[config.mk]
export PLATFORM = sky130hd
export DESIGN_NAME = lsb_text_embedder_flat
export DESIGN_NICKNAME = d
export VERILOG_FILES = /design/src/hw/rtl/lte_pkg.sv /design/src/hw/rtl/lte_in_if.sv /design/src/hw/rtl/lte_out_if.sv /design/src/hw/rtl/lte_front.sv /design/src/hw/rtl/lte_queue.sv /design/src/hw/rtl/lte_back.sv /design/src/hw/rtl/lsb_text_embedder.sv /design/src/flat_wrapper.sv
export VERILOG_INCLUDE_DIRS = /design/src /design/src/hw/rtl
export SDC_FILE = /design/constraint.sdc
export NUM_CORES = 1
export LEC_CHECK = 0
export BUFFER_PORTS_ARGS = -buffer_cell sky130_fd_sc_hd__clkbuf_2
export CORE_MARGIN = 4
export CORE_UTILIZATION = 40
export DETAILED_ROUTE_END_ITERATION = 8
export HOLD_SLACK_MARGIN = 0.02
export PLACE_DENSITY = 0.62
export SYNTH_ARGS = -nofsm -noshare
export SYNTH_HDL_FRONTEND = slang
export SYNTH_SLANG_ARGS = --single-unit
[constraint.sdc]
create_clock -name i_clk -period 7.82 [get_ports i_clk]
set_clock_uncertainty 0.05 [all_clocks]
set_input_delay 0.391 -clock i_clk [delete_from_list [all_inputs] [get_ports i_clk]]
set_output_delay 0.391 -clock i_clk [all_outputs]
set_load 0.005 [all_outputs]
[src/hw/rtl/lsb_text_embedder_defines.svh]
// ----------------------------------------------------------------------------
// lsb_text_embedder_defines.svh
// Assertion macros shared by the text embedder RTL
// ----------------------------------------------------------------------------
`ifndef LSB_TEXT_EMBEDDER_DEFINES_SVH
`define LSB_TEXT_EMBEDDER_DEFINES_SVH

`ifndef SYNTHESIS

// property that must hold at every clock edge out of reset
`define LTE_ASSERT(label, prop) \
    label: assert property (@(posedge i_clk) disable iff (!i_rst_n) (prop)) \
        else $error("lte assertion failed");

// implication checked at the same edge
`define LTE_ASSERT_IMPL(label, ante, cons) \
    label: assert property (@(posedge i_clk) disable iff (!i_rst_n) \
        (ante) |-> (cons)) else $error("lte implication failed");

`else

`define LTE_ASSERT(label, prop)
`define LTE_ASSERT_IMPL(label, ante, cons)

`endif

`endif

[src/hw/rtl/lte_pkg.sv]
// ----------------------------------------------------------------------------
// lte_pkg
// Types and constants of the text embedder
// ----------------------------------------------------------------------------
package lte_pkg;

    // input commands
    typedef enum logic [1:0] {
        CMD_BYTE    = 2'd0,
        CMD_END     = 2'd1,
        CMD_SAMPLE  = 2'd2,
        CMD_RESTART = 2'd3
    } t_cmd;

    // message phases of the back end
    typedef enum logic [2:0] {
        PH_FIRST = 3'd0,
        PH_EMBED = 3'd1,
        PH_NEXT  = 3'd2,
        PH_TAIL  = 3'd3,
        PH_DONE  = 3'd4
    } t_phase;

    // register indexes (byte address / 4)
    localparam logic [1:0] REG_BITS_CODE    = 2'd0;
    localparam logic [1:0] REG_SAMPLE_BYTES = 2'd1;
    localparam logic [1:0] REG_SAMPLE_LIMIT = 2'd2;

    // bits per sample codes
    localparam logic [1:0] BITS_ONE = 2'd0;
    localparam logic [1:0] BITS_TWO = 2'd1;

    // characters
    localparam logic [7:0] CHAR_NEWLINE = 8'h0a;
    localparam logic [7:0] CHAR_COLON   = 8'h3a;
    localparam logic [7:0] CHAR_PAREN   = 8'h29;

    // chunk masks
    localparam logic [3:0] CMASK_ONE  = 4'h1;
    localparam logic [3:0] CMASK_TWO  = 4'h3;
    localparam logic [3:0] CMASK_FOUR = 4'hf;

    localparam logic [1:0] SMILE_MAX = 2'd3;
    localparam logic [1:0] TAIL_LAST = 2'd2;

    // queued item
    typedef struct packed {
        t_cmd        cmd;
        logic [31:0] data;
    } t_item;

    // register values seen by the back end
    typedef struct packed {
        logic [1:0]  bits_code;
        logic [31:0] sample_limit;
    } t_cfg;

    // tail characters in order
    function automatic logic [7:0] tail_char(input logic [1:0] idx);
        logic [7:0] c;
        case (idx)
            2'd0:    c = CHAR_NEWLINE;
            2'd1:    c = CHAR_COLON;
            default: c = CHAR_PAREN;
        endcase
        return c;
    endfunction

endpackage

[src/hw/rtl/lte_in_if.sv]
// ----------------------------------------------------------------------------
// lte_in_if
// Input channel: command and data word with valid/ready
// ----------------------------------------------------------------------------
interface lte_in_if;
    logic        valid;
    logic        ready;
    logic [1:0]  command;
    logic [31:0] data_value;

    modport source (output valid, output command, output data_value, input ready);
    modport sink   (input valid, input command, input data_value, output ready);
endinterface

[src/hw/rtl/lte_out_if.sv]
// ----------------------------------------------------------------------------
// lte_out_if
// Output channel: processed audio sample with valid/ready
// ----------------------------------------------------------------------------
interface lte_out_if;
    logic        valid;
    logic        ready;
    logic [31:0] sample_out;
    logic        carries_message;
    logic        underrun;
    logic [31:0] chars_written;

    modport source (
        output valid, output sample_out, output carries_message,
        output underrun, output chars_written, input ready
    );
    modport sink (
        input valid, input sample_out, input carries_message,
        input underrun, input chars_written, output ready
    );
endinterface

[src/hw/rtl/lte_front.sv]
// ----------------------------------------------------------------------------
// lte_front
// Accepts input transfers, decodes the command and masks the data word
// ----------------------------------------------------------------------------
module lte_front (
    lte_in_if.sink         i_in,
    input  logic [2:0]     i_sample_bytes,
    input  logic           i_q_full,
    output logic           o_push,
    output lte_pkg::t_item o_item
);
    import lte_pkg::*;

    logic [31:0] w_wmask;

    // sample width mask, zero acts as one byte, above four as four
    always_comb begin
        case (i_sample_bytes)
            3'd0, 3'd1: w_wmask = 32'h0000_00ff;
            3'd2:       w_wmask = 32'h0000_ffff;
            3'd3:       w_wmask = 32'h00ff_ffff;
            default:    w_wmask = 32'hffff_ffff;
        endcase
    end

    // accept whenever the queue has room
    assign i_in.ready = !i_q_full;
    assign o_push     = i_in.valid && !i_q_full;

    // classify the transfer
    assign o_item.cmd  = t_cmd'(i_in.command);
    assign o_item.data = i_in.data_value & w_wmask;

endmodule

[src/hw/rtl/lte_queue.sv]
// ----------------------------------------------------------------------------
// lte_queue
// Short register queue between front and back end
// ----------------------------------------------------------------------------
module lte_queue #(
    parameter int DEPTH = 2
) (
    input  logic           i_clk,
    input  logic           i_rst_n,
    input  logic           i_push,
    input  lte_pkg::t_item i_item,
    input  logic           i_pop,
    output logic           o_full,
    output logic           o_valid,
    output lte_pkg::t_item o_item
);
    import lte_pkg::*;

    localparam int PTR_W = (DEPTH > 1) ? $clog2(DEPTH) : 1;
    localparam int CNT_W = $clog2(DEPTH + 1);

    t_item              r_mem [DEPTH];
    logic [PTR_W-1:0]   r_wr_ptr;
    logic [PTR_W-1:0]   r_rd_ptr;
    logic [CNT_W-1:0]   r_count;
    logic [PTR_W-1:0]   n_wr_ptr;
    logic [PTR_W-1:0]   n_rd_ptr;
    logic [CNT_W-1:0]   n_count;

    assign o_full  = (r_count == CNT_W'(DEPTH));
    assign o_valid = (r_count != '0);
    assign o_item  = r_mem[r_rd_ptr];

    // pointer and count update with wrap at the depth
    always_comb begin
        n_wr_ptr = r_wr_ptr;
        n_rd_ptr = r_rd_ptr;
        n_count  = r_count;
        if (i_push) begin
            n_wr_ptr = (r_wr_ptr == PTR_W'(DEPTH - 1)) ? '0 : r_wr_ptr + PTR_W'(1);
        end
        if (i_pop) begin
            n_rd_ptr = (r_rd_ptr == PTR_W'(DEPTH - 1)) ? '0 : r_rd_ptr + PTR_W'(1);
        end
        if (i_push && !i_pop) begin
            n_count = r_count + CNT_W'(1);
        end else if (i_pop && !i_push) begin
            n_count = r_count - CNT_W'(1);
        end
    end

    // control registers
    always_ff @(posedge i_clk) begin
        if (!i_rst_n) begin
            r_wr_ptr <= '0;
            r_rd_ptr <= '0;
            r_count  <= '0;
        end else begin
            r_wr_ptr <= n_wr_ptr;
            r_rd_ptr <= n_rd_ptr;
            r_count  <= n_count;
        end
    end

    // entry storage
    always_ff @(posedge i_clk) begin
        if (i_push) begin
            r_mem[r_wr_ptr] <= i_item;
        end
    end

endmodule

[src/hw/rtl/lte_back.sv]
// ----------------------------------------------------------------------------
// lte_back
// Message state machine, chunk embedding and output register
// ----------------------------------------------------------------------------
module lte_back (
    input  logic           i_clk,
    input  logic           i_rst_n,
    input  lte_pkg::t_cfg  i_cfg,
    input  logic           i_q_valid,
    input  lte_pkg::t_item i_q_item,
    output logic           o_pop,
    lte_out_if.source      o_out
);
    import lte_pkg::*;

    // message state
    t_phase      r_phase;
    t_phase      n_phase;
    logic [7:0]  r_char;
    logic [7:0]  n_char;
    logic [2:0]  r_chunk;
    logic [2:0]  n_chunk;
    logic [1:0]  r_tail;
    logic [1:0]  n_tail;
    logic [1:0]  r_smile;
    logic [1:0]  n_smile;
    logic        r_ovf;
    logic        n_ovf;
    logic [31:0] r_sample_cnt;
    logic [31:0] n_sample_cnt;
    logic [31:0] r_char_cnt;
    logic [31:0] n_char_cnt;

    // output register
    logic        r_out_valid;
    logic        n_out_valid;
    logic [31:0] r_out_sample;
    logic [31:0] n_out_sample;
    logic        r_out_carries;
    logic        n_out_carries;
    logic        r_out_under;
    logic        n_out_under;
    logic [31:0] r_out_chars;
    logic [31:0] n_out_chars;

    // per item decode
    logic        w_out_free;
    logic [2:0]  w_last;
    logic [3:0]  w_cmask;
    logic [3:0]  w_chunks;
    logic [2:0]  w_idx;
    logic [2:0]  w_shift;
    logic [7:0]  w_shifted;
    logic [3:0]  w_bits;
    logic        w_smile_chr;
    logic [1:0]  w_smile_inc;
    logic        w_cnt_sat;
    logic [3:0]  w_room_add;
    logic [32:0] w_room;

    assign w_out_free = !r_out_valid || o_out.ready;
    assign o_pop      = i_q_valid && ((i_q_item.cmd != CMD_SAMPLE) || w_out_free);

    // chunk geometry for the bits setting
    always_comb begin
        unique case (i_cfg.bits_code)
            BITS_ONE: begin
                w_last   = 3'd7;
                w_cmask  = CMASK_ONE;
                w_chunks = 4'd8;
            end
            BITS_TWO: begin
                w_last   = 3'd3;
                w_cmask  = CMASK_TWO;
                w_chunks = 4'd4;
            end
            default: begin
                w_last   = 3'd1;
                w_cmask  = CMASK_FOUR;
                w_chunks = 4'd2;
            end
        endcase
    end

    // chunk select, index held at the last chunk of the setting
    assign w_idx = (r_chunk > w_last) ? w_last : r_chunk;

    always_comb begin
        unique case (i_cfg.bits_code)
            BITS_ONE: w_shift = 3'd7 - w_idx;
            BITS_TWO: w_shift = 3'd6 - {w_idx[1:0], 1'b0};
            default:  w_shift = {~w_idx[0], 2'b00};
        endcase
    end

    assign w_shifted = r_char >> w_shift;
    assign w_bits    = w_shifted[3:0] & w_cmask;

    // smiley count bump for a later byte
    assign w_smile_chr = (i_q_item.data[7:0] == CHAR_COLON) ||
                         (i_q_item.data[7:0] == CHAR_PAREN);
    assign w_smile_inc = (w_smile_chr && (r_smile != SMILE_MAX)) ?
                         r_smile + 2'd1 : r_smile;

    // room check against the sample limit, on the updated count
    assign w_cnt_sat  = (r_sample_cnt == 32'hffff_ffff);
    assign w_room_add = w_chunks + {3'b000, !w_cnt_sat};
    assign w_room     = {1'b0, r_sample_cnt} + {29'd0, w_room_add};

    // next state and output
    always_comb begin
        n_phase       = r_phase;
        n_char        = r_char;
        n_chunk       = r_chunk;
        n_tail        = r_tail;
        n_smile       = r_smile;
        n_ovf         = r_ovf;
        n_sample_cnt  = r_sample_cnt;
        n_char_cnt    = r_char_cnt;
        n_out_valid   = r_out_valid && !o_out.ready;
        n_out_sample  = r_out_sample;
        n_out_carries = r_out_carries;
        n_out_under   = r_out_under;
        n_out_chars   = r_out_chars;

        if (o_pop) begin
            unique case (i_q_item.cmd)
                CMD_RESTART: begin
                    n_phase      = PH_FIRST;
                    n_char       = '0;
                    n_chunk      = '0;
                    n_tail       = '0;
                    n_smile      = '0;
                    n_ovf        = 1'b0;
                    n_sample_cnt = '0;
                    n_char_cnt   = '0;
                end
                CMD_BYTE: begin
                    if (r_phase == PH_FIRST) begin
                        n_char  = i_q_item.data[7:0];
                        n_chunk = '0;
                        n_phase = PH_EMBED;
                    end else if (r_phase == PH_NEXT) begin
                        n_smile = w_smile_inc;
                        if ((w_smile_inc == SMILE_MAX) || r_ovf) begin
                            if (w_smile_inc != TAIL_LAST) begin
                                n_phase = PH_TAIL;
                                n_tail  = '0;
                                n_char  = CHAR_NEWLINE;
                                n_chunk = '0;
                            end else begin
                                n_phase = PH_DONE;
                            end
                        end else begin
                            n_char  = i_q_item.data[7:0];
                            n_chunk = '0;
                            n_phase = PH_EMBED;
                        end
                    end
                end
                CMD_END: begin
                    if ((r_phase == PH_FIRST) || (r_phase == PH_NEXT)) begin
                        if (r_smile != TAIL_LAST) begin
                            n_phase = PH_TAIL;
                            n_tail  = '0;
                            n_char  = CHAR_NEWLINE;
                            n_chunk = '0;
                        end else begin
                            n_phase = PH_DONE;
                        end
                    end
                end
                default: begin
                    // audio sample, one result each
                    n_sample_cnt  = w_cnt_sat ? r_sample_cnt : r_sample_cnt + 32'd1;
                    n_out_valid   = 1'b1;
                    n_out_sample  = i_q_item.data;
                    n_out_carries = 1'b0;
                    n_out_under   = 1'b0;
                    if ((r_phase == PH_FIRST) || (r_phase == PH_NEXT)) begin
                        n_out_under = 1'b1;
                    end else if ((r_phase == PH_EMBED) || (r_phase == PH_TAIL)) begin
                        n_out_sample  = (i_q_item.data & ~{28'd0, w_cmask}) |
                                        {28'd0, w_bits};
                        n_out_carries = 1'b1;
                        if (w_idx == w_last) begin
                            if (r_char_cnt != 32'hffff_ffff) begin
                                n_char_cnt = r_char_cnt + 32'd1;
                            end
                            n_chunk = '0;
                            if (r_phase == PH_EMBED) begin
                                n_ovf   = (w_room >= {1'b0, i_cfg.sample_limit});
                                n_phase = PH_NEXT;
                            end else if (r_tail == TAIL_LAST) begin
                                n_tail  = '0;
                                n_phase = PH_DONE;
                            end else begin
                                n_tail = r_tail + 2'd1;
                                n_char = tail_char(r_tail + 2'd1);
                            end
                        end else begin
                            n_chunk = w_idx + 3'd1;
                        end
                    end
                    // character count as of this sample
                    n_out_chars = n_char_cnt;
                end
            endcase
        end
    end

    // state register
    always_ff @(posedge i_clk) begin
        if (!i_rst_n) begin
            r_phase      <= PH_FIRST;
            r_char       <= '0;
            r_chunk      <= '0;
            r_tail       <= '0;
            r_smile      <= '0;
            r_ovf        <= 1'b0;
            r_sample_cnt <= '0;
            r_char_cnt   <= '0;
            r_out_valid  <= 1'b0;
        end else begin
            r_phase      <= n_phase;
            r_char       <= n_char;
            r_chunk      <= n_chunk;
            r_tail       <= n_tail;
            r_smile      <= n_smile;
            r_ovf        <= n_ovf;
            r_sample_cnt <= n_sample_cnt;
            r_char_cnt   <= n_char_cnt;
            r_out_valid  <= n_out_valid;
        end
    end

    // result payload
    always_ff @(posedge i_clk) begin
        r_out_sample  <= n_out_sample;
        r_out_carries <= n_out_carries;
        r_out_under   <= n_out_under;
        r_out_chars   <= n_out_chars;
    end

    assign o_out.valid           = r_out_valid;
    assign o_out.sample_out      = r_out_sample;
    assign o_out.carries_message = r_out_carries;
    assign o_out.underrun        = r_out_under;
    assign o_out.chars_written   = r_out_chars;

endmodule

[src/hw/rtl/lsb_text_embedder.sv]
// ----------------------------------------------------------------------------
// lsb_text_embedder
// Hides message bytes in the low bits of an audio sample stream
// ----------------------------------------------------------------------------
// One input transfer is taken per clock while the queue has room: message
// bytes, end and restart commands and audio samples all enter a short queue
// and the back end retires one item per cycle, a sample once the output slot
// is free, so the sustained rate is one item per clock without output stalls,
// set by the single state update of the message state machine. Each audio
// sample gives one registered output transfer; other commands give none. The
// output register lets new input flow into the queue while a result waits.
// Registers (APB, byte address 4*i): bits_code at 0, sample_bytes at 4,
// sample_limit at 8; write them only while the block is idle.
`include "lsb_text_embedder_defines.svh"

module lsb_text_embedder #(
    parameter int QUEUE_DEPTH = 2
) (
    input  logic        i_clk,
    input  logic        i_rst_n,
    lte_in_if.sink      i_in,
    lte_out_if.source   o_out,
    input  logic        psel,
    input  logic        penable,
    input  logic        pwrite,
    input  logic [3:0]  paddr,
    input  logic [31:0] pwdata,
    output logic [31:0] prdata,
    output logic        pready
);
    import lte_pkg::*;

    logic [1:0]  r_bits_code;
    logic [2:0]  r_sample_bytes;
    logic [31:0] r_sample_limit;

    logic        w_push;
    logic        w_pop;
    logic        w_q_full;
    logic        w_q_valid;
    t_item       w_push_item;
    t_item       w_head;
    t_cfg        w_cfg;

    // configuration writes
    always_ff @(posedge i_clk) begin
        if (!i_rst_n) begin
            r_bits_code    <= 2'd0;
            r_sample_bytes <= 3'd2;
            r_sample_limit <= 32'd0;
        end else if (psel && penable && pwrite) begin
            unique case (paddr[3:2])
                REG_BITS_CODE:    r_bits_code    <= pwdata[1:0];
                REG_SAMPLE_BYTES: r_sample_bytes <= pwdata[2:0];
                REG_SAMPLE_LIMIT: r_sample_limit <= pwdata;
                default: ;
            endcase
        end
    end

    // configuration reads
    always_comb begin
        unique case (paddr[3:2])
            REG_BITS_CODE:    prdata = {30'd0, r_bits_code};
            REG_SAMPLE_BYTES: prdata = {29'd0, r_sample_bytes};
            REG_SAMPLE_LIMIT: prdata = r_sample_limit;
            default:          prdata = 32'd0;
        endcase
    end

    assign pready = 1'b1;

    assign w_cfg.bits_code    = r_bits_code;
    assign w_cfg.sample_limit = r_sample_limit;

    // front end
    lte_front u_front (
        .i_in           (i_in),
        .i_sample_bytes (r_sample_bytes),
        .i_q_full       (w_q_full),
        .o_push         (w_push),
        .o_item         (w_push_item)
    );

    // queue between front and back
    lte_queue #(
        .DEPTH (QUEUE_DEPTH)
    ) u_queue (
        .i_clk   (i_clk),
        .i_rst_n (i_rst_n),
        .i_push  (w_push),
        .i_item  (w_push_item),
        .i_pop   (w_pop),
        .o_full  (w_q_full),
        .o_valid (w_q_valid),
        .o_item  (w_head)
    );

    // back end
    lte_back u_back (
        .i_clk     (i_clk),
        .i_rst_n   (i_rst_n),
        .i_cfg     (w_cfg),
        .i_q_valid (w_q_valid),
        .i_q_item  (w_head),
        .o_pop     (w_pop),
        .o_out     (o_out)
    );

    // a sample leaves the queue only when the output slot is free
    `LTE_ASSERT_IMPL(a_sample_slot_free, w_pop && (w_head.cmd == CMD_SAMPLE),
        !o_out.valid || o_out.ready)
    // a sample is either embedded or an underrun, never both
    `LTE_ASSERT(a_carry_xor_under, !(o_out.valid && o_out.carries_message && o_out.underrun))
    // one byte samples carry no bits above the low byte
    `LTE_ASSERT_IMPL(a_byte_width_mask, o_out.valid && (r_sample_bytes == 3'd1),
        o_out.sample_out[31:8] == 24'd0)

endmodule

[src/flat_wrapper.sv]
// flat-port wrapper written by rule: the top's interface ports become plain ports
module lsb_text_embedder_flat import lte_pkg::*;
#(
    parameter int QUEUE_DEPTH = 2
)
  (i_clk, i_rst_n, psel, penable, pwrite, paddr, pwdata, prdata, pready, i_in_valid, i_in_command, i_in_data_value, i_in_ready, o_out_valid, o_out_sample_out, o_out_carries_message, o_out_underrun, o_out_chars_written, o_out_ready);
  lte_in_if i_in_i ();
  lte_out_if o_out_i ();
  input  logic i_clk;
  input  logic i_rst_n;
  input  logic psel;
  input  logic penable;
  input  logic pwrite;
  input  logic [3:0] paddr;
  input  logic [31:0] pwdata;
  output logic [31:0] prdata;
  output logic pready;
  input wire logic [$bits(i_in_i.valid)-1:0] i_in_valid;
  input wire logic [$bits(i_in_i.command)-1:0] i_in_command;
  input wire logic [$bits(i_in_i.data_value)-1:0] i_in_data_value;
  output wire logic [$bits(i_in_i.ready)-1:0] i_in_ready;
  output wire logic [$bits(o_out_i.valid)-1:0] o_out_valid;
  output wire logic [$bits(o_out_i.sample_out)-1:0] o_out_sample_out;
  output wire logic [$bits(o_out_i.carries_message)-1:0] o_out_carries_message;
  output wire logic [$bits(o_out_i.underrun)-1:0] o_out_underrun;
  output wire logic [$bits(o_out_i.chars_written)-1:0] o_out_chars_written;
  input wire logic [$bits(o_out_i.ready)-1:0] o_out_ready;
  assign i_in_i.valid = i_in_valid;
  assign i_in_i.command = i_in_command;
  assign i_in_i.data_value = i_in_data_value;
  assign i_in_ready = i_in_i.ready;
  assign o_out_valid = o_out_i.valid;
  assign o_out_sample_out = o_out_i.sample_out;
  assign o_out_carries_message = o_out_i.carries_message;
  assign o_out_underrun = o_out_i.underrun;
  assign o_out_chars_written = o_out_i.chars_written;
  assign o_out_i.ready = o_out_ready;
  lsb_text_embedder #(.QUEUE_DEPTH(QUEUE_DEPTH)) u_core (.i_clk(i_clk), .i_rst_n(i_rst_n), .i_in(i_in_i), .o_out(o_out_i), .psel(psel), .penable(penable), .pwrite(pwrite), .paddr(paddr), .pwdata(pwdata), .prdata(prdata), .pready(pready));
endmodule
==> key figures, run 1 <==
Job
  • Max-cap violations: 0

Pwr
  • Leak pwr: 6.20 nW
  • PwrDens: 251 nW/um^2
  • VDD IR max: 0.175 mV

Clock network
  • H-Tree Depth: 1
  • Worst-Skew Late Latency: 0.55 ns
  • Post-CTS sizing: 0
  • Reg clk slew, reported paths: 0.06 ns
  • CTS tree: yes
  • Num CTS Buffers: 29
  • Max Root-Sink Buffers: 3
  • Total setup buffers inserted after CTS: 0
  • Clk sinks: 260
  • Post-CTS Hold Fix Bufs: 40
  • Clock root buffer: clkbuf_16

GRT
  • Grt total ovfl: 0
  • Gr usage total: 0.182
  • Vias in the first global route: 10810
  • Antenna violations before repair: 0
  • Largest net degree at the start of global routing: 47
  • First-pass GRT wire length: 55900 um

Detailed routing
  • 1st-pass router iterations: 5
  • Avg WL per Cell: 17.0 um
  • Via count: 11021
  • ANT nets after route: 0
  • DRT Wirelength: 34800 um
  • Drt via density: 5.39
  • Drt drc: 0
  • Drt initial violations: 680

Layout
  • Filler cell count in the final layout: 3128
  • NumNets Final: 1704
  • Utilization after layout: 0.485
  • Commonest cells after routing, fill and taps aside: clkbuf_2, nand2_1, edfxtp_1, dfxtp_1, nor2_1
  • Non-Filler Instances: 2043
  • Layout cell share with drive strength beyond 1: 0.191
  • Layout area overhead: 19.4%
  • Commonest non-fill, non-tap cell in the layout: clkbuf_2
  • Antenna diode count: 0

Floorplan
  • Core Area: 33700 um^2
  • Top-Level Pins: 178
  • Num rows: 67
  • Initial Util: 0.407
  • Die Ht: 193 um
  • Die area: 37300 um^2
  • Die W: 193 um

Worst setup path
  • CP Depth: 19
  • Worst r2r path cells: 19
  • Crit path buffers/inverters: 1
  • CP startpoint: u_core.u_back.r_sample_cnt[16]
  • CP cell instances: nand3_1 -> nor4_1 -> nand3_1 -> ha_1 -> inv_1 -> fa_1 -> nor2b_1 -> o21ai_0 -> a21o_1 -> nor3_1 -> and2_1 -> xor2_1 -> ha_1 -> nand4_1 -> or2_2 -> nor3_1 -> a221o_1 -> a221oi_1 -> a21oi_1
  • Reg2Reg Setup Slack: 2.59 ns
  • CP Capture Type: flip-flop
  • Slowest library cell on the worst path: nor4_1
  • Startpoint types: flip-flop
  • R2R Path Start: u_core.u_back.r_sample_cnt[16]
  • Arr. time, crit path: 5.67 ns
  • Worst-path fanout max: 8
  • CP Data Required Time: 8.26 ns
  • Max incr delay on CP: 0.64 ns
  • Setup CP Type: flip-flop to flip-flop
  • Top delay family on crit path: simple AND/OR/NAND/NOR gates

Place
  • Final GP Congestion: 0.853
  • HPWL Detailed: 24300 um
  • Dpl cells: 1949
  • # port buffers: 174

Yosys
  • Compound-Gate Fraction of Synth Area: 0.116
  • Post-Syn Nets: 1518
  • Dominant synthesized flop cell: edfxtp_1
  • Simple-Gate Fraction of Synth Area: 0.200
  • Number of synthesized register bits: 260
  • Register area share after synthesis: 0.478
  • Synth Area in Adders: 0.0508
  • Post-synthesis instance total: 1386
  • Multiplexer share of the synthesized area: 0.0558
  • Synthesized area per cell: 9.89 um^2
  • FFs w/ async S/R, synth: 0
  • Synth cell types: 77
  • Synth Cell Area: 13700 um^2
  • Largest family of logic cells by synthesized area: simple AND/OR/NAND/NOR gates
  • XOR/XNOR Fraction of Synth Area: 0.0607
  • Post-synth EDFFs: 134
  • Total number of yosys warnings: 0

Hold path
  • Worst hold start: pwdata[17]
  • Hold Path Stages: 3
  • Hold Crit Class: primary input to flip-flop

STA
  • Final hold violation count: 0
  • Slew Limit Fails: 0
  • Final period util: 0.669
  • Setup TNS: 0 ns
  • Final setup vio count: 0
  • Slew of the pin with the lowest slew margin: 1.19 ns
  • Final min period: 5.23 ns
  • Max_slew headroom: 0.200
  • RSZ-0062 raised after global routing: false
  • Max frequency: 191 MHz

Outcome
  • Status: finished clean
## cells by family (layout without fill, tap and decap cells)
group,after synthesis,in the layout
buffers and inverters,135,344
multiplexers,70,70
AO/OA/AOI/OAI,242,242
adder cells (fa/ha/maj),55,55
flip-flops,260,260
AND/OR/NAND/NOR,528,528
other,1,1
XOR/XNOR,95,95
## through the flow
step | total power, mW | hold slack, ns | instance area (um^2) | setup slack [ns]
2_1_floorplan | 2.40 | 0.395 | 13700 | 3.41
3_3_place_gp | 2.69 | 0.405 | 15000 | 2.73
3_5_place_dp | 2.70 | 0.416 | 15000 | 2.67
4_1_cts | 4.15 | 0.0281 | 16400 | 2.65
5_1_grt | 4.32 | 0.0480 | 16400 | 2.24
6_report | 4.11 | 0.0533 | 16400 | 2.59
## worst reg2reg max path: cells and delay by family, from the launching register on
family	cells	cell delay (ns)
buffers and inverters	1	0.07
flip-flops	1	0.48
XOR/XNOR	1	0.15
adder cells (fa/ha/maj)	3	0.83
AND/OR/NAND/NOR	9	2.53
AO/OA/AOI/OAI	5	1.08
## synth_stat cells (all sizes together) (21+ instances only)
master / instances / share of area
nor3: 22 / 0.0091
nand4: 35 / 0.016
and2: 51 / 0.023
ha: 54 / 0.049
edfxtp: 134 / 0.29
mux2i: 35 / 0.026
xnor2: 51 / 0.033
clkbuf: 52 / 0.014
buf: 21 / 0.0081
nor2: 89 / 0.025
dfxtp: 126 / 0.18
mux2: 35 / 0.029
or3: 23 / 0.011
nand3: 52 / 0.019
nor2b: 21 / 0.0096
xor2: 44 / 0.028
nand2: 148 / 0.041
inv: 62 / 0.017
o21ai: 45 / 0.016
a21oi: 84 / 0.031
## routing by layer
metal  global-route usage  routed length, um  vias to the layer above
met4               0.0441                729                        0
met2                0.314              16700                      318
met3               0.0268               1790                       53
met5                    0                  0                        -
met1                0.243              15600                     5278
li1                     -                  -                     5372
## state kept, by name, summed over array words and instances (netlist names), 8 cells and up, named ones only
signal and flops:
u_core.u_back.r_char_cnt 32, u_core.u_back.o_out.sample_out 32, u_core.u_back.r_char 8, u_core.r_sample_limit 32, u_core.u_queue.r_mem 68, u_core.u_back.r_sample_cnt 32
u_core.u_back.o_out.chars_written 32
## power breakdown
part | internal, mW | switching, mW | total (mW)
registers | 1.64 | 0.113 | 1.75
logic | 0.360 | 0.575 | 0.936
clock network | 0.863 | 0.563 | 1.43
total | 2.86 | 1.25 | 4.11
## worst paths after layout
check                                   end
setup reg to reg        u_core.u_back.r_ovf
setup / recovery        u_core.u_back.r_ovf
hold / removal    u_core.r_sample_limit[17]
hold reg to reg    u_core.r_sample_limit[4]
## area by class of cell
class	instances	area (um^2)	share of cell area
tap	448	561	0.0343
clock inverter	21	240	0.0147
multi-input combinational	991	6640	0.406
inverter	62	233	0.0142
sequential	260	6550	0.400
clock buffer	33	761	0.0465
timing repair buffer	228	1380	0.0841
Note: power is estimated with default switching activity, not from simulation.
==> run 2, diff against run 1 <==
- clock period: 7.82 -> 5.4 ns (I/O delays scaled with it)
==> run 2 against run 1 <==
Compared with the run above: sequential cell count stayed put; total power up 45%; via count grew 0.97%; setup slack worse by 2.2 ns; die area stayed put; count of clock-buffer cells in the layout up 14; global-route usage up 0.29 points; combinational power grew 49%; maximum frequency rose by 3.9%; cell count increased by 1.8%; core utilization grew 0.95 points; largest power group unchanged; highest routed layer unchanged.
==> key figures, run 2 (same netlist as run 1, synthesis figures left out) <==
STA
  • Setup TNS: 0 ns (unchanged)
  • Slew of the pin with the lowest slew margin: 1.03 ns (-0.164 ns)
  • Final period util: 0.932 (+0.263)
  • Final setup margin: 0.366 ns (-2.22 ns)
  • Max frequency: 199 MHz (+3.9%)
  • Final min period: 5.03 ns (-0.198 ns)
  • Max_slew headroom: 0.316 (+0.116)
  • Slew Limit Fails: 0 (unchanged)
  • RSZ-0062 raised after global routing: false
  • Final setup vio count: 0 (unchanged)
  • Final hold violation count: 0 (unchanged)

Layout
  • Non-Filler Instances: 2080 (+1.8%)
  • Layout cell share with drive strength beyond 1: 0.192 (+0.00118)
  • Max reg flops: 68 (unchanged)
  • Layout area overhead: 21.7%
  • Commonest non-fill, non-tap cell in the layout: clkbuf_2
  • Commonest cells after routing, fill and taps aside: clkbuf_2, nand2_1, edfxtp_1, dfxtp_1, nor2_1
  • Filler cell count in the final layout: 3102 (-0.83%)
  • NumNets Final: 1740 (+2.1%)
  • Antenna diode count: 0 (unchanged)
  • Reg with most FFs: u_core.u_queue.r_mem
  • Utilization after layout: 0.495 (+0.00954)
  • Final instance area: 16700 um^2 (+2.0%)

Detailed routing
  • ANT nets after route: 0 (unchanged)
  • Avg WL per Cell: 16.9 um (-0.73%)
  • Drt drc: 0 (unchanged)
  • Drt via density: 5.35 (-0.83%)
  • Drt initial violations: 802 (+18%)
  • DRT Wirelength: 35100 um (+1.1%)
  • Via count: 11128 (+0.97%)
  • 1st-pass router iterations: 5 (unchanged)

Floorplan
  • Top-Level Pins: 178 (unchanged)
  • Initial Util: 0.407 (unchanged)
  • Die area: 37300 um^2 (unchanged)
  • Die W: 193 um (unchanged)
  • Die Ht: 193 um (unchanged)
  • Num rows: 67 (unchanged)
  • Core Area: 33700 um^2 (unchanged)

Clock network
  • H-Tree Depth: 1 (unchanged)
  • Clk sinks: 260 (unchanged)
  • Clock root buffer: clkbuf_16
  • Worst-Skew Late Latency: 0.57 ns (+0.02 ns)
  • CTS tree: yes
  • Num CTS Buffers: 30 (+3.4%)
  • Max Root-Sink Buffers: 3 (unchanged)
  • Reg clk slew, reported paths: 0.06 ns (about the same)
  • Post-CTS sizing: 0 (unchanged)
  • Total setup buffers inserted after CTS: 0 (unchanged)

Worst setup path
  • Top delay family on crit path: simple AND/OR/NAND/NOR gates
  • CP cell instances: nand3_1 -> nor4_1 -> nand3_1 -> ha_1 -> inv_1 -> fa_1 -> nor2b_1 -> o21ai_0 -> a21o_1 -> nor3_1 -> and2_1 -> xor2_1 -> ha_1 -> nand4_1 -> or2_2 -> nor3_1 -> a221o_1 -> a221oi_1 -> a21oi_1
  • Setup CP Type: flip-flop to flip-flop
  • Max incr delay on CP: 0.62 ns (-0.02 ns)
  • Startpoint types: flip-flop
  • Crit path buffers/inverters: 1 (unchanged)
  • Slowest library cell on the worst path: nor4_1
  • Arr. time, crit path: 5.49 ns (-0.18 ns)
  • CP Data Required Time: 5.86 ns (-2.40 ns)
  • CP Capture Type: flip-flop
  • Worst-path fanout max: 8 (unchanged)

Outcome
  • Status: finished clean

Pwr
  • Internal Dissipation: 4.12 mW (+44%)
  • Leak pwr: 6.34 nW (+2.3%)
  • VDD IR max: 0.325 mV (+86%)
  • Sequential power share: 0.426 (about the same)
  • Switching portion of total power: 0.308 (+0.00330)
  • Psw: 1.83 mW (+46%)
  • PwrDens: 356 nW/um^2 (+42%)
  • Clock power share: 0.340 (-0.007)
  • Gate power share: 0.234 (+0.006)

Place
  • HPWL Detailed: 24700 um (+2.0%)
  • Pre-CTS WS: 0.472 ns (-2.20 ns)
  • Dpl cells: 1957 (+0.41%)
  • # port buffers: 174 (unchanged)
  • Placed instance area: 15000 um^2 (+0.35%)
  • Final GP Congestion: 0.898 (+5.3%)

Hold path
  • Hold Crit Class: primary input to flip-flop

GRT
  • Largest net degree at the start of global routing: 47 (unchanged)
  • First-pass GRT wire length: 56500 um (+0.99%)
  • Gr usage total: 0.185 (+0.00286)
  • Antenna violations before repair: 0 (unchanged)
  • Grt total ovfl: 0 (unchanged)
  • Vias in the first global route: 10969 (+1.5%)

Job
  • Max-cap violations: 0 (unchanged)
==> run 2: changes by cell type in the layout (fill, tap and decap cells not counted), moves of 2 or more <==
cell	before	now
dlygate4sd3_1	40	67
buf_4	14	22
clkbuf_1	2	7
clkinv_1	7	2
clkinv_2	7	2
bufinv_16	5	1
clkbuf_16	29	32
clkbuf_2	174	177
clkbuf_4	0	2
clkinvlp_4	0	2
==> run 2: final cells by class <==
cell class	instances	area [um^2]	share of cell area
Clock buffer	47	898	0.0539
Clock inverter	9	101	0.00608
Inverter	62	233	0.0140
Multi-Input combinational cell	991	6640	0.398
Sequential cell	260	6550	0.392
Tap cell	448	561	0.0336
Timing Repair Buffer	263	1710	0.102
==> run 2: worst register-to-register path, stage by stage, from the launching register on <==
cell and delay (ns):
dfxtp_1 0.46, nand3_1 0.20, nor4_1 0.62, nand3_1 0.38, ha_1 0.31, inv_1 0.07
fa_1 0.20, nor2b_1 0.05, o21ai_0 0.23, a21o_1 0.37, nor3_1 0.22, and2_1 0.19
xor2_1 0.15, ha_1 0.31, nand4_1 0.07, or2_2 0.30, nor3_1 0.34, a221o_1 0.23
a221oi_1 0.07, a21oi_1 0.16
==> run 2: timing repair <==
action                     4_1_cts  5_1_grt
hold buffers                    67        0
hold endpoints to repair       106        0
setup endpoints to repair        0        0
==> run 2: metal layers <==
| layer | routed length (um) | global-route usage |
|---|---|---|
| met4 | 926 | 0.0596 |
| met2 | 16800 | 0.310 |
| met1 | 15600 | 0.248 |
| met3 | 1810 | 0.0265 |
| met5 | 0 | 0 |
==> run 2: power groups by stage <==
stage	combinational [mW]	clock, mW	sequential (mW)
floorplan	0.977	0	2.50
global placement	1.34	0	2.57
detailed placement	1.35	0	2.58
CTS	1.40	2.07	2.53
global route	1.54	2.14	2.56
finish	1.39	2.02	2.53
==> run 2: metrics by stage <==
| step | total power [mW] | hold slack (ns) |
|---|---|---|
| after global placement | 3.91 | 0.404 |
| after CTS | 6.01 | 0.0211 |
| after detailed placement | 3.93 | 0.412 |
| final | 5.94 | 0.0563 |
| after floorplan | 3.48 | 0.319 |
| after global routing | 6.24 | 0.0675 |
==> run 2: path summary, 6_finish.rpt <==
check                                                    start                   endpoint  slack [ns]  cells after the start
worst max register to register  u_core.u_back.r_sample_cnt[16]        u_core.u_back.r_ovf        0.37                     19
worst max-delay path            u_core.u_back.r_sample_cnt[16]        u_core.u_back.r_ovf        0.37                     19
worst min-delay path                                i_in_valid    u_core.u_queue.r_wr_ptr        0.06                      4
worst min register to register       u_core.r_sample_limit[17]  u_core.r_sample_limit[17]        0.42                      2
